File: src/hdl/rv64im_integer_alu_top_defines.svh
// Assertion macros for the rv64im integer ALU.
// Used by the top level; no other dependencies.
`ifndef RV64IM_INTEGER_ALU_TOP_DEFINES_SVH
`define RV64IM_INTEGER_ALU_TOP_DEFINES_SVH
`ifndef SYNTH
`define RVALU_ASSERT_NOW(lbl, clk, rstn, ante, cons) \
    lbl: assert property (@(posedge clk) disable iff (!(rstn)) (ante) |-> (cons)) \
        else $error("assertion failed");
`define RVALU_ASSERT_NEXT(lbl, clk, rstn, ante, cons) \
    lbl: assert property (@(posedge clk) disable iff (!(rstn)) (ante) |=> (cons)) \
        else $error("assertion failed");
`else
`define RVALU_ASSERT_NOW(lbl, clk, rstn, ante, cons)
`define RVALU_ASSERT_NEXT(lbl, clk, rstn, ante, cons)
`endif
`endif

File: src/hdl/rvalu_pkg.sv
// Shared types, operation codes and helpers for the rv64im integer ALU.
// No dependencies.
package rvalu_pkg;

    localparam int XLEN  = 64;
    localparam int NCELL = 64;

    typedef enum logic [4:0] {
        OP_ADD    = 5'd0,  OP_ADDW  = 5'd1,  OP_SUB   = 5'd2,  OP_SUBW   = 5'd3,
        OP_MUL    = 5'd4,  OP_MULH  = 5'd5,  OP_MULHSU = 5'd6, OP_MULHU  = 5'd7,
        OP_MULW   = 5'd8,  OP_DIV   = 5'd9,  OP_DIVW  = 5'd10, OP_DIVU   = 5'd11,
        OP_DIVUW  = 5'd12, OP_REM   = 5'd13, OP_REMW  = 5'd14, OP_REMU   = 5'd15,
        OP_REMUW  = 5'd16, OP_AND   = 5'd17, OP_OR    = 5'd18, OP_XOR    = 5'd19,
        OP_SLL    = 5'd20, OP_SLLW  = 5'd21, OP_SRL   = 5'd22, OP_SRLW   = 5'd23,
        OP_SRA    = 5'd24, OP_SRAW  = 5'd25, OP_SLT   = 5'd26, OP_SLTU   = 5'd27
    } op_t;

    typedef enum logic [1:0] {
        K_SIMPLE = 2'd0,
        K_MUL    = 2'd1,
        K_DIV    = 2'd2
    } kind_t;

    typedef struct packed {
        logic            valid;
        logic [4:0]      op;
        kind_t           kind;
        logic            ovf;
        logic            neg_q;
        logic            neg_r;
        logic [XLEN-1:0] res;   // finished result for simple ops and special cases
        logic [XLEN-1:0] corr;  // signed correction of the high product
    } meta_t;

    typedef struct packed {
        meta_t           meta;
        logic [XLEN-1:0] x;     // high product / partial remainder
        logic [XLEN-1:0] y;     // low product + multiplier / dividend + quotient
        logic [XLEN-1:0] z;     // multiplicand / divisor
    } cell_t;

    typedef struct packed {
        logic            valid;
        logic [4:0]      op;
        logic [XLEN-1:0] result;
        logic            ovf;
    } out_t;

    function automatic logic [XLEN-1:0] sx32(input logic [XLEN-1:0] v);
        return {{32{v[31]}}, v[31:0]};
    endfunction

endpackage

File: src/hdl/rvalu_cell.sv
// One step of the shared multiply/divide chain: a shift-add or a restoring step.
// Depends on rvalu_pkg.
module rvalu_cell import rvalu_pkg::*; (
    input  logic  aclk,
    input  logic  aresetn,
    input  logic  en,
    input  cell_t d,
    output cell_t q
);

    cell_t       q_reg, q_next;
    logic [64:0] t, msum;
    logic [65:0] diff;
    logic        ge;

    assign t    = {d.x, d.y[63]};
    assign diff = {1'b0, t} - {2'b00, d.z};
    assign ge   = ~diff[65];
    assign msum = {1'b0, d.x} + (d.y[0] ? {1'b0, d.z} : 65'd0);

    always_comb begin
        q_next = d;
        unique case (d.meta.kind)
            K_MUL: begin
                q_next.x = msum[64:1];
                q_next.y = {msum[0], d.y[63:1]};
            end
            K_DIV: begin
                q_next.x = ge ? diff[63:0] : t[63:0];
                q_next.y = {d.y[62:0], ge};
            end
            default: q_next = d;
        endcase
    end

    always_ff @(posedge aclk) begin
        if (!aresetn) begin
            q_reg.meta.valid <= 1'b0;
        end else if (en) begin
            q_reg <= q_next;
        end
    end

    assign q = q_reg;

endmodule

File: config.mk
export PLATFORM = sky130hd
export DESIGN_NAME = rvalu_cell
export DESIGN_NICKNAME = d
export VERILOG_FILES = /design/src/hdl/rv64im_integer_alu_top_defines.svh /design/src/hdl/rvalu_pkg.sv /design/src/hdl/rvalu_cell.sv
export SDC_FILE = /design/constraint.sdc
export NUM_CORES = 1
export LEC_CHECK = 0
export BUFFER_PORTS_ARGS = -buffer_cell sky130_fd_sc_hd__buf_2
export CAP_MARGIN = 40
export CELL_PAD_IN_SITES_DETAIL_PLACEMENT = 0
export CELL_PAD_IN_SITES_GLOBAL_PLACEMENT = 2
export CORE_MARGIN = 1.5
export CORE_UTILIZATION = 31
export DETAILED_ROUTE_END_ITERATION = 12
export MAX_ROUTING_LAYER = met4
export PLACE_DENSITY = 0.78
export SETUP_SLACK_MARGIN = 0.1
export SKIP_CTS_REPAIR_TIMING = 1
export SLEW_MARGIN = 20
export SYNTH_ARGS = -nofsm -noshare
export SYNTH_HDL_FRONTEND = slang
export SYNTH_SLANG_ARGS = --single-unit
File: constraint.sdc
create_clock -name aclk -period 14.5 [get_ports aclk]
set_input_delay 2.9 -clock aclk [delete_from_list [all_inputs] [get_ports aclk]]
set_output_delay 2.9 -clock aclk [all_outputs]
set_load 0.1 [all_outputs]
==> results.json <==
{
  "synth_edf_count": 330,
  "dr_total_vias": 19400,
  "hp-start": "q[330]$_SDFFE_PN0P_",
  "avgSynthCellArea_um2": 10.2,
  "routedWlPerCell_um": 27.3,
  "avgViaCountPerCell": 5.41,
  "layout-drive-gt1-share_pct": 28.5,
  "arrival_ns": 7.33,
  "period_needed_ns": 7.05,
  "cp-start-kind": "input pin",
  "yosysWarnings": 0,
  "synth_most_common_cell": "edfxtp_1",
  "p_comb_share_pct": 34.6,
  "clkPwrFrac_pct": 31.7,
  "whs_endpoint": "q[330]$_SDFFE_PN0P_",
  "met1Wirelength_um": 40300,
  "max_freq_mhz": 142,
  "port_buffers": 664,
  "ff_latch_area_um2": 9930,
  "finClkSkew_ns": 0,
  "drt_iter0_drc": 1963,
  "synth_common_cells": "330 x edfxtp_1, 199 x a21oi_1, 165 x nand2_1, 147 x o21ai_0, 130 x ha_1",
  "route.met3.wl_um": 6800,
  "crit_required_ns": 14.78,
  "grt_use_total_pct": 28.1,
  "cts_buffer_depth": 3,
  "p_leak_nw": 11.2,
  "run_status": "completed",
  "syn_inst": 2045,
  "crit_type": "input pin to register",
  "timing.rr.start": "q[330]$_SDFFE_PN0P_",
  "setup_viol_count_final": 0,
  "die_h_um": 262,
  "cts_buffers": 41,
  "path_clk_slew_ns": 0.06,
  "hp-class": "register to register",
  "dpl.hpwl_um": 78600,
  "core_area_um2": 66100,
  "hold_depth": 2,
  "synth_seq_cells": 331,
  "final_nets": 3127,
  "p_int_mw": 2.08,
  "fill_cells": 6648,
  "syn_area_um2": 20800,
  "endpoint_kind": "register",
  "synth_nets": 2511,
  "gp_congestion": 1.10,
  "root_buffer": "clkbuf_16",
  "yosysTopAreaCell": "edfxtp_1",
  "grt_pass1_vias": 18600,
  "grt_setup_unrepaired": "false",
  "antenna_left": 0,
  "start_util_pct": 31.4,
  "wirelength_um": 97500,
  "tightest_slew_ns": 0.862,
  "drc": 0,
  "regToRegSetupSlack_ns": 13.89,
  "power_density_nw_per_um2": 131,
  "num_rows": 94,
  "hold_violations": 0,
  "synth.distinct_cells": 74,
  "maxSlewHeadroom_pct": 42.5,
  "switchingPower_mw": 1.39,
  "clkSinkCount": 331,
  "die_x_um": 262,
  "areaGrowthSynthToFinish_pct": 27.4,
  "fin_util_pct": 40.1,
  "swShare_pct": 40.0,
  "io_pins": 665,
  "drv_cap": 0,
  "grt_max_degree": 85,
  "grt_pass1_wl_um": 135000,
  "totalPowerFinal_mw": 3.47,
  "ys_seq_area_share_pct": 47.8,
  "largest_register_ffs": 331,
  "vdd_drop_max_v": 0.0000862,
  "rr_worst_depth": 2,
  "period_share_pct": 48.6,
  "synth_async_sr_flop_share_pct": 0,
  "p_seq_share_pct": 33.7,
  "final_cells": 3578,
  "yosysTopAreaCellShare_pct": 47.7,
  "cts_tree": "yes",
  "clock_latency_ns": 0.56,
  "ys_top_cells_by_area": "edfxtp_1 48%, ha_1 7.8%, a21oi_1 4.8%",
  "multi_input_comb_area_um2": 10100,
  "synth_flop_cell": "edfxtp_1",
  "drt_pass1_iterations": 7,
  "met2_length_um": 46800,
  "setup_tns_ns": 0,
  "htreeDepth": 2,
  "cp_max_fo": 60,
  "dp.cells": 3479,
  "grt-ovfl-total": 0,
  "rr_endpoint": "q[330]$_SDFFE_PN0P_",
  "die_area_um2": 68600,
  "highest_layer": "met4",
  "drv_slew": 0,
  "antenna_found_initial": 51
}
[final cells by class]
class,instances,area share [%]
multi-input cells,1509,38.0
flip-flops and latches,331,37.5
repair buffers,686,13.7
well taps,864,4.08
clock buffers,50,4.00
inverters,92,1.30
clock inverters,24,1.26
diodes,22,0.208
[per-layer routing]
layer / vias up / track usage (%)
met2: 818 / 46.6
met5: - / -
li1: 8994 / -
met1: 9380 / 34.9
met4: 0 / 8.90
met3: 175 / 4.74
[how the worst max path moves through the flow]
stage	start	endpoint	slack [ns]	cells past startpoint
2_1_floorplan	en	q[0]$_DFFE_PP_	3.43	1
3_3_place_gp	d[16]	q[189]$_DFFE_PP_	6.98	15
3_5_place_dp	d[64]	q[187]$_DFFE_PP_	6.98	16
4_1_cts	d[64]	q[187]$_DFFE_PP_	7.58	16
5_1_grt	d[64]	q[187]$_DFFE_PP_	7.30	16
6_report	d[16]	q[189]$_DFFE_PP_	7.45	15
[through the flow]
stage               area (um^2)  hold slack, ns  setup slack (ns)
floorplan                 20800           0.981              3.43
global route              26500           0.555              7.30
detailed placement        25000           0.526              6.98
CTS                       26300           0.545              7.58
finish                    26500           0.545              7.45
global placement          24800           0.512              6.98
[power by group through the flow]
stage	Combinational (mW)	Sequential, mW	Clock (mW)
after CTS	1.20	1.17	1.13
after global placement	1.19	1.19	0
final	1.20	1.17	1.10
after global routing	1.27	1.18	1.16
after floorplan	0.396	1.69	0
after detailed placement	1.19	1.19	0
[cell usage in the layout, fill, tap and decap left out, types with 9 or more instances in the layout]
master and count:
buf_2 664, edfxtp_1 330, a21oi_1 199, nand2_1 165
o21ai_0 147, ha_1 128, nor2_1 113, a22oi_1 110
inv_1 92, a21o_1 75, and2_1 73, xnor2_1 68
xor2_1 48, o21ai_1 45, clkbuf_16 41, nand4_1 37
nand3_1 25, diode_2 22, o21bai_1 20, nor2b_1 18
o211ai_1 16, and3_1 14, nand2b_1 14, buf_4 14
o21a_1 13, nor3_1 13, a31oi_1 12, mux2i_1 12
a211oi_1 11, o221ai_1 11, a221o_1 9, o31ai_1 9
clkbuf_1 9
[kinds of logic (layout without fill, tap and decap cells)]
family	Yosys count	in the layout	share of synthesized area [%]
other	0	22	0
and+or+nand+nor	513	513	12.1
DFF	331	331	47.8
xor gates and xnor gates	116	116	4.89
muxes	13	13	0.632
adders and majority gates	132	132	8.02
AOI/OAI and AO/OA	735	735	22.7
buffers and inverters	205	852	3.95
[worst max-delay path, cell delays in order]
cell,delay [ns]
buf_2,0.13
inv_1,0.05
ha_1,0.39
a21oi_1,0.28
o21ai_0,0.23
a221oi_1,0.51
a22oi_1,0.23
a41oi_4,0.51
o211ai_2,0.19
o21a_1,0.33
a2111oi_4,0.34
buf_4,0.57
mux2_2,0.40
a22oi_1,0.15
o21ai_0,0.10
(Power assumes the default switching activity.)
