$ cat config.mk
export PLATFORM = sky130hd
export DESIGN_NAME = rvalu_prep
export DESIGN_NICKNAME = d
export VERILOG_FILES = /design/src/hdl/rv64im_integer_alu_top_defines.svh /design/src/hdl/rvalu_pkg.sv /design/src/hdl/rvalu_prep.sv
export SDC_FILE = /design/constraint.sdc
export NUM_CORES = 2
export LEC_CHECK = 0
export BUFFER_PORTS_ARGS = -buffer_cell sky130_fd_sc_hd__buf_2
export CAP_MARGIN = 20
export CORE_ASPECT_RATIO = 0.9
export CORE_MARGIN = 10
export CORE_UTILIZATION = 30
export DETAILED_ROUTE_END_ITERATION = 8
export GPL_TIMING_DRIVEN = 0
export PLACE_DENSITY = 0.48
export SYNTH_ARGS = -nofsm -noshare
export SYNTH_HDL_FRONTEND = slang
export SYNTH_SLANG_ARGS = --single-unit
$ cat constraint.sdc
create_clock -name vclk -period 9.5
set_clock_uncertainty 0.05 [all_clocks]
set_input_delay 1.425 -clock vclk [all_inputs]
set_output_delay 1.425 -clock vclk [all_outputs]
set_load 0.005 [all_outputs]
$ cat src/hdl/rv64im_integer_alu_top_defines.svh
// Assertion macros for the rv64im integer ALU.
// Used by the top level; no other dependencies.
`ifndef RV64IM_INTEGER_ALU_TOP_DEFINES_SVH
`define RV64IM_INTEGER_ALU_TOP_DEFINES_SVH
`ifndef SYNTH
`define RVALU_ASSERT_NOW(lbl, clk, rstn, ante, cons) \
    lbl: assert property (@(posedge clk) disable iff (!(rstn)) (ante) |-> (cons)) \
        else $error("assertion failed");
`define RVALU_ASSERT_NEXT(lbl, clk, rstn, ante, cons) \
    lbl: assert property (@(posedge clk) disable iff (!(rstn)) (ante) |=> (cons)) \
        else $error("assertion failed");
`else
`define RVALU_ASSERT_NOW(lbl, clk, rstn, ante, cons)
`define RVALU_ASSERT_NEXT(lbl, clk, rstn, ante, cons)
`endif
`endif

$ cat src/hdl/rvalu_pkg.sv
// Shared types, operation codes and helpers for the rv64im integer ALU.
// No dependencies.
package rvalu_pkg;

    localparam int XLEN  = 64;
    localparam int NCELL = 64;

    typedef enum logic [4:0] {
        OP_ADD    = 5'd0,  OP_ADDW  = 5'd1,  OP_SUB   = 5'd2,  OP_SUBW   = 5'd3,
        OP_MUL    = 5'd4,  OP_MULH  = 5'd5,  OP_MULHSU = 5'd6, OP_MULHU  = 5'd7,
        OP_MULW   = 5'd8,  OP_DIV   = 5'd9,  OP_DIVW  = 5'd10, OP_DIVU   = 5'd11,
        OP_DIVUW  = 5'd12, OP_REM   = 5'd13, OP_REMW  = 5'd14, OP_REMU   = 5'd15,
        OP_REMUW  = 5'd16, OP_AND   = 5'd17, OP_OR    = 5'd18, OP_XOR    = 5'd19,
        OP_SLL    = 5'd20, OP_SLLW  = 5'd21, OP_SRL   = 5'd22, OP_SRLW   = 5'd23,
        OP_SRA    = 5'd24, OP_SRAW  = 5'd25, OP_SLT   = 5'd26, OP_SLTU   = 5'd27
    } op_t;

    typedef enum logic [1:0] {
        K_SIMPLE = 2'd0,
        K_MUL    = 2'd1,
        K_DIV    = 2'd2
    } kind_t;

    typedef struct packed {
        logic            valid;
        logic [4:0]      op;
        kind_t           kind;
        logic            ovf;
        logic            neg_q;
        logic            neg_r;
        logic [XLEN-1:0] res;   // finished result for simple ops and special cases
        logic [XLEN-1:0] corr;  // signed correction of the high product
    } meta_t;

    typedef struct packed {
        meta_t           meta;
        logic [XLEN-1:0] x;     // high product / partial remainder
        logic [XLEN-1:0] y;     // low product + multiplier / dividend + quotient
        logic [XLEN-1:0] z;     // multiplicand / divisor
    } cell_t;

    typedef struct packed {
        logic            valid;
        logic [4:0]      op;
        logic [XLEN-1:0] result;
        logic            ovf;
    } out_t;

    function automatic logic [XLEN-1:0] sx32(input logic [XLEN-1:0] v);
        return {{32{v[31]}}, v[31:0]};
    endfunction

endpackage

$ cat src/hdl/rvalu_prep.sv
// Decode and operand preparation: simple ops, special cases, chain setup.
// Depends on rvalu_pkg.
module rvalu_prep import rvalu_pkg::*; (
    input  logic            valid,
    input  logic [4:0]      mode,
    input  logic [XLEN-1:0] a,
    input  logic [XLEN-1:0] b,
    output cell_t           c
);

    localparam logic [XLEN-1:0] ALL64  = {XLEN{1'b1}};
    localparam logic [XLEN-1:0] SIGN64 = {1'b1, {(XLEN-1){1'b0}}};
    localparam logic [XLEN-1:0] MIN32  = {{33{1'b1}}, 31'd0};

    logic [XLEN-1:0] a32, b32, sum, dif, sumw, difw;
    logic [XLEN-1:0] abs_a, abs_b, abs_a32, abs_b32, corr_s;
    logic [5:0]      sh6;
    logic [4:0]      sh5;
    logic            bz64, bz32, dov64, dov32;
    logic            ov_add, ov_addw, ov_sub, ov_subw;

    assign a32     = sx32(a);
    assign b32     = sx32(b);
    assign sh6     = b[5:0];
    assign sh5     = b[4:0];
    assign sum     = a + b;
    assign dif     = a - b;
    assign sumw    = sx32(sum);
    assign difw    = sx32(dif);
    assign abs_a   = a[63] ? (~a + 64'd1) : a;
    assign abs_b   = b[63] ? (~b + 64'd1) : b;
    assign abs_a32 = a32[63] ? (~a32 + 64'd1) : a32;
    assign abs_b32 = b32[63] ? (~b32 + 64'd1) : b32;
    assign corr_s  = (a[63] ? b : 64'd0) + (b[63] ? a : 64'd0);
    assign bz64    = (b == 64'd0);
    assign bz32    = (b[31:0] == 32'd0);
    assign dov64   = (a == SIGN64) && (b == ALL64);
    assign dov32   = (a32 == MIN32) && (b32 == ALL64);
    assign ov_add  = ((a ^ sum) & (b ^ sum)) >> 63 != 64'd0;
    assign ov_addw = ((a32 ^ sumw) & (b32 ^ sumw)) >> 63 != 64'd0;
    assign ov_sub  = ((a ^ b) & (a ^ dif)) >> 63 != 64'd0;
    assign ov_subw = ((a32 ^ b32) & (a32 ^ difw)) >> 63 != 64'd0;

    always_comb begin
        c            = '0;
        c.meta.valid = valid;
        c.meta.op    = mode;
        c.meta.kind  = K_SIMPLE;
        unique case (mode)
            OP_ADD:  begin c.meta.res = sum;  c.meta.ovf = ov_add;  end
            OP_ADDW: begin c.meta.res = sumw; c.meta.ovf = ov_addw; end
            OP_SUB:  begin c.meta.res = dif;  c.meta.ovf = ov_sub;  end
            OP_SUBW: begin c.meta.res = difw; c.meta.ovf = ov_subw; end
            OP_MUL, OP_MULH: begin
                c.meta.kind = K_MUL; c.y = b; c.z = a; c.meta.corr = corr_s;
            end
            OP_MULHSU: begin
                c.meta.kind = K_MUL; c.y = b; c.z = a;
                c.meta.corr = a[63] ? b : 64'd0;
            end
            OP_MULHU: begin c.meta.kind = K_MUL; c.y = b; c.z = a; end
            OP_MULW:  begin c.meta.kind = K_MUL; c.y = b32; c.z = a32; end
            OP_DIV: begin
                if (bz64) begin
                    c.meta.res = ALL64;
                end else if (dov64) begin
                    c.meta.res = a; c.meta.ovf = 1'b1;
                end else begin
                    c.meta.kind = K_DIV; c.y = abs_a; c.z = abs_b;
                    c.meta.neg_q = a[63] ^ b[63];
                end
            end
            OP_DIVW: begin
                if (bz32) begin
                    c.meta.res = ALL64;
                end else if (dov32) begin
                    c.meta.res = a32; c.meta.ovf = 1'b1;
                end else begin
                    c.meta.kind = K_DIV; c.y = abs_a32; c.z = abs_b32;
                    c.meta.neg_q = a32[63] ^ b32[63];
                end
            end
            OP_DIVU: begin
                if (bz64) c.meta.res = ALL64;
                else begin c.meta.kind = K_DIV; c.y = a; c.z = b; end
            end
            OP_DIVUW: begin
                if (bz32) c.meta.res = ALL64;
                else begin
                    c.meta.kind = K_DIV;
                    c.y = {32'd0, a[31:0]}; c.z = {32'd0, b[31:0]};
                end
            end
            OP_REM: begin
                if (bz64) c.meta.res = a;
                else if (dov64) c.meta.res = 64'd0;
                else begin
                    c.meta.kind = K_DIV; c.y = abs_a; c.z = abs_b;
                    c.meta.neg_r = a[63];
                end
            end
            OP_REMW: begin
                if (bz32) c.meta.res = a32;
                else if (dov32) c.meta.res = 64'd0;
                else begin
                    c.meta.kind = K_DIV; c.y = abs_a32; c.z = abs_b32;
                    c.meta.neg_r = a32[63];
                end
            end
            OP_REMU: begin
                if (bz64) c.meta.res = a;
                else begin c.meta.kind = K_DIV; c.y = a; c.z = b; end
            end
            OP_REMUW: begin
                if (bz32) c.meta.res = a32;
                else begin
                    c.meta.kind = K_DIV;
                    c.y = {32'd0, a[31:0]}; c.z = {32'd0, b[31:0]};
                end
            end
            OP_AND:  c.meta.res = a & b;
            OP_OR:   c.meta.res = a | b;
            OP_XOR:  c.meta.res = a ^ b;
            OP_SLL:  c.meta.res = a << sh6;
            OP_SLLW: c.meta.res = sx32(a << sh5);
            OP_SRL:  c.meta.res = a >> sh6;
            OP_SRLW: c.meta.res = sx32({32'd0, a[31:0]} >> sh5);
            OP_SRA:  c.meta.res = $unsigned($signed(a) >>> sh6);
            OP_SRAW: c.meta.res = $unsigned($signed(a32) >>> sh5);
            OP_SLT:  c.meta.res = {63'd0, $signed(a) < $signed(b)};
            OP_SLTU: c.meta.res = {63'd0, a < b};
            default: c.meta.res = 64'd0;
        endcase
    end

endmodule

==> flow_summary.toml <==
[timing]
hold_violations = 0
max_freq_ghz = 0.0999
slew_violations = 1
layout_worst_path_cycle_share_pct = 105
tightest_slew_ns = 1.56
fin_crit_ns = 10.01
final.setup.tns_ns = -8.16
finalSetupViolations = 46
maxSlewHeadroom_pct = -4.23
setup_slack_ns = -0.513

[yosys]
synth.most_common_cell = "nor2_1"
ys_warn_count = 0
ys_top_cells_by_area = "ha_1 (11%), a21oi_1 (9.4%), nor2_1 (8.1%), o21ai_0 (7.3%), nand2_1 (5.0%)"
syn-cell-area_um2 = 31300
synth_area_per_cell_um2 = 6.12
syn-instance-count = 5124
synthTopCellsByCount = "nor2_1 (679), a21oi_1 (588), o21ai_0 (458)"
synth_top_area_share_pct = 10.6
ys_types = 96
yosysSeqAreaShare_pct = 0
yosysTopAreaCell = "ha_1"

[drt]
viasPerCell = 7.40
wl_um = 324000
detail-route-antenna-nets = 0
drt_iter0_markers = 10800
firstDrtPassIters = 9
wl_per_cell_um = 46.1
vias = 52000
post-route-drc-count = 100

[grt]
grt_max_degree = 26
grt_overflow = 0
grt_pass1_wl_um = 423000
antenna_found_initial = 36
grtUsageTotal_pct = 51.2
grt_pass1_vias = 46500

[layout]
syn_to_final_growth_pct = 15.5
fillers = 11800
multi_input_area_um2 = 28400
drive_gt1_share_pct = 13.5
clock_buffers = 0
regArea_um2 = 0
n_sequential_cell = 0
nets = 6046
finalInstanceArea_um2 = 36200

[floorplanning]
ios = 465
chipWidth_um = 361
core_um2 = 104000
fp.dieH_um = 327
die_area_um2 = 118000
start_util_pct = 30.2
rows = 112

[clock_tree]
holdBufCountCts = 0

[hold_path]
holdCritStartpoint = "valid"
hold_path.class = "input pin to output port"

[critical_path]
cp_slowest_cell = "clkbuf_1"
crit_type = "input pin to output port"
cpPeakStageDelay_ns = 0.83
critPathMaxFanout = 10
cpMostUsedCell = "clkbuf_1"
startpoint = "a[9]"
critPathLaunchType = "input pin"
crit_chain = "buf_2 -> clkbuf_1 -> inv_1 -> ha_1 -> clkbuf_1 -> nor2_1 -> nand4_1 -> nor3b_1 -> nand3_1 -> o211ai_1 -> a31o_2 -> o21ai_0 -> o21ai_0 -> and3b_1 -> clkbuf_1 -> o211ai_1 -> buf_2"
crit_path_end_kind = "output port"
cp.required_ns = 8.03
cp.arrival_ns = 8.54

[run_status]
outcome = "finished with violations"
violations = "design-rule violations, max-slew violations, negative setup slack"

[placement]
post_dp_cell_area_um2 = 35900
port_buffers = 399
place_ws_ns = -1.53
hpwlAfterDp_um = 270000
routabilityCongestion = 1.19

[flow_run]
cap_violations = 0
==> cell usage in the layout, fill, tap and decap left out, types with 50 or more instances in the layout <==
cell type and instances:
nand4_1 81, nor2_1 677, buf_1 54, a21o_1 88, buf_2 439, nand2_1 413
a221oi_1 62, ha_1 266, buf_4 90, xnor2_1 103, a21oi_1 586, o22ai_1 82
a31oi_1 51, mux2i_1 152, conb_1 64, or3_1 53, inv_1 208, nor3_1 128
o21ai_0 453, nand3_1 117, clkbuf_1 375, mux4_2 50, a22oi_1 59, o211ai_1 69
a211oi_1 73, nor4_1 54
==> final cells by class <==
cell class         count  area share, %
inverters            217           2.30
multi-input cells   4405           78.5
diodes                24          0.166
plain buffers        550           6.70
well taps           1368           4.73
repair buffers       469           7.66
==> stage by stage <==
step / hold WS (ns) / utilization (%) / cells
final: 2.97 / 34.9 / 7033
after global routing: 2.98 / 34.9 / 7012
after CTS: 2.97 / 34.6 / 6995
after detailed placement: 2.97 / 34.6 / 7005
after global placement: 2.97 / 34.0 / 6954
after floorplan: 2.88 / - / 5187
==> kinds of logic (layout without fill, tap and decap cells) <==
logic type               after synthesis  count (layout)  share of synthesized area, %
AO/OA/AOI/OAI                       1972            1972                          40.1
AND/OR/NAND/NOR                     1725            1725                          25.1
buffers and inverters                782            1236                          10.4
adder cells (fa/ha/maj)              269             269                          10.8
multiplexers                         241             241                          9.85
XOR/XNOR                             134             134                          3.75
other                                  1              88                        0.0120
==> worst max-delay path: cells and delay by family <==
family	cells	cell delay (ns)
fa+ha+maj	1	0.45
buf+inv	6	2.96
compound gates	5	1.79
simple gates	5	1.86
==> path summary, 6_finish.rpt <==
path	to	slack, ns	cells after the start
setup / recovery	c[290]	-0.51	17
hold / removal	c[330]	2.97	2
==> metal layers <==
metal	up-vias	track usage [%]	routed length [um]
li1	19900	-	-
met1	24800	60.5	117000
met2	5699	70.1	122000
met3	1553	26.9	54700
met4	28	35.4	30800
met5	-	0.857	278
==> timing repair <==
item,CTS,global route
gates cloned,0,0
setup endpoints to repair,197,48
endpoints found under the hold margin,0,0
resized for setup,25,18
pin swaps,0,1
setup buffers,0,3
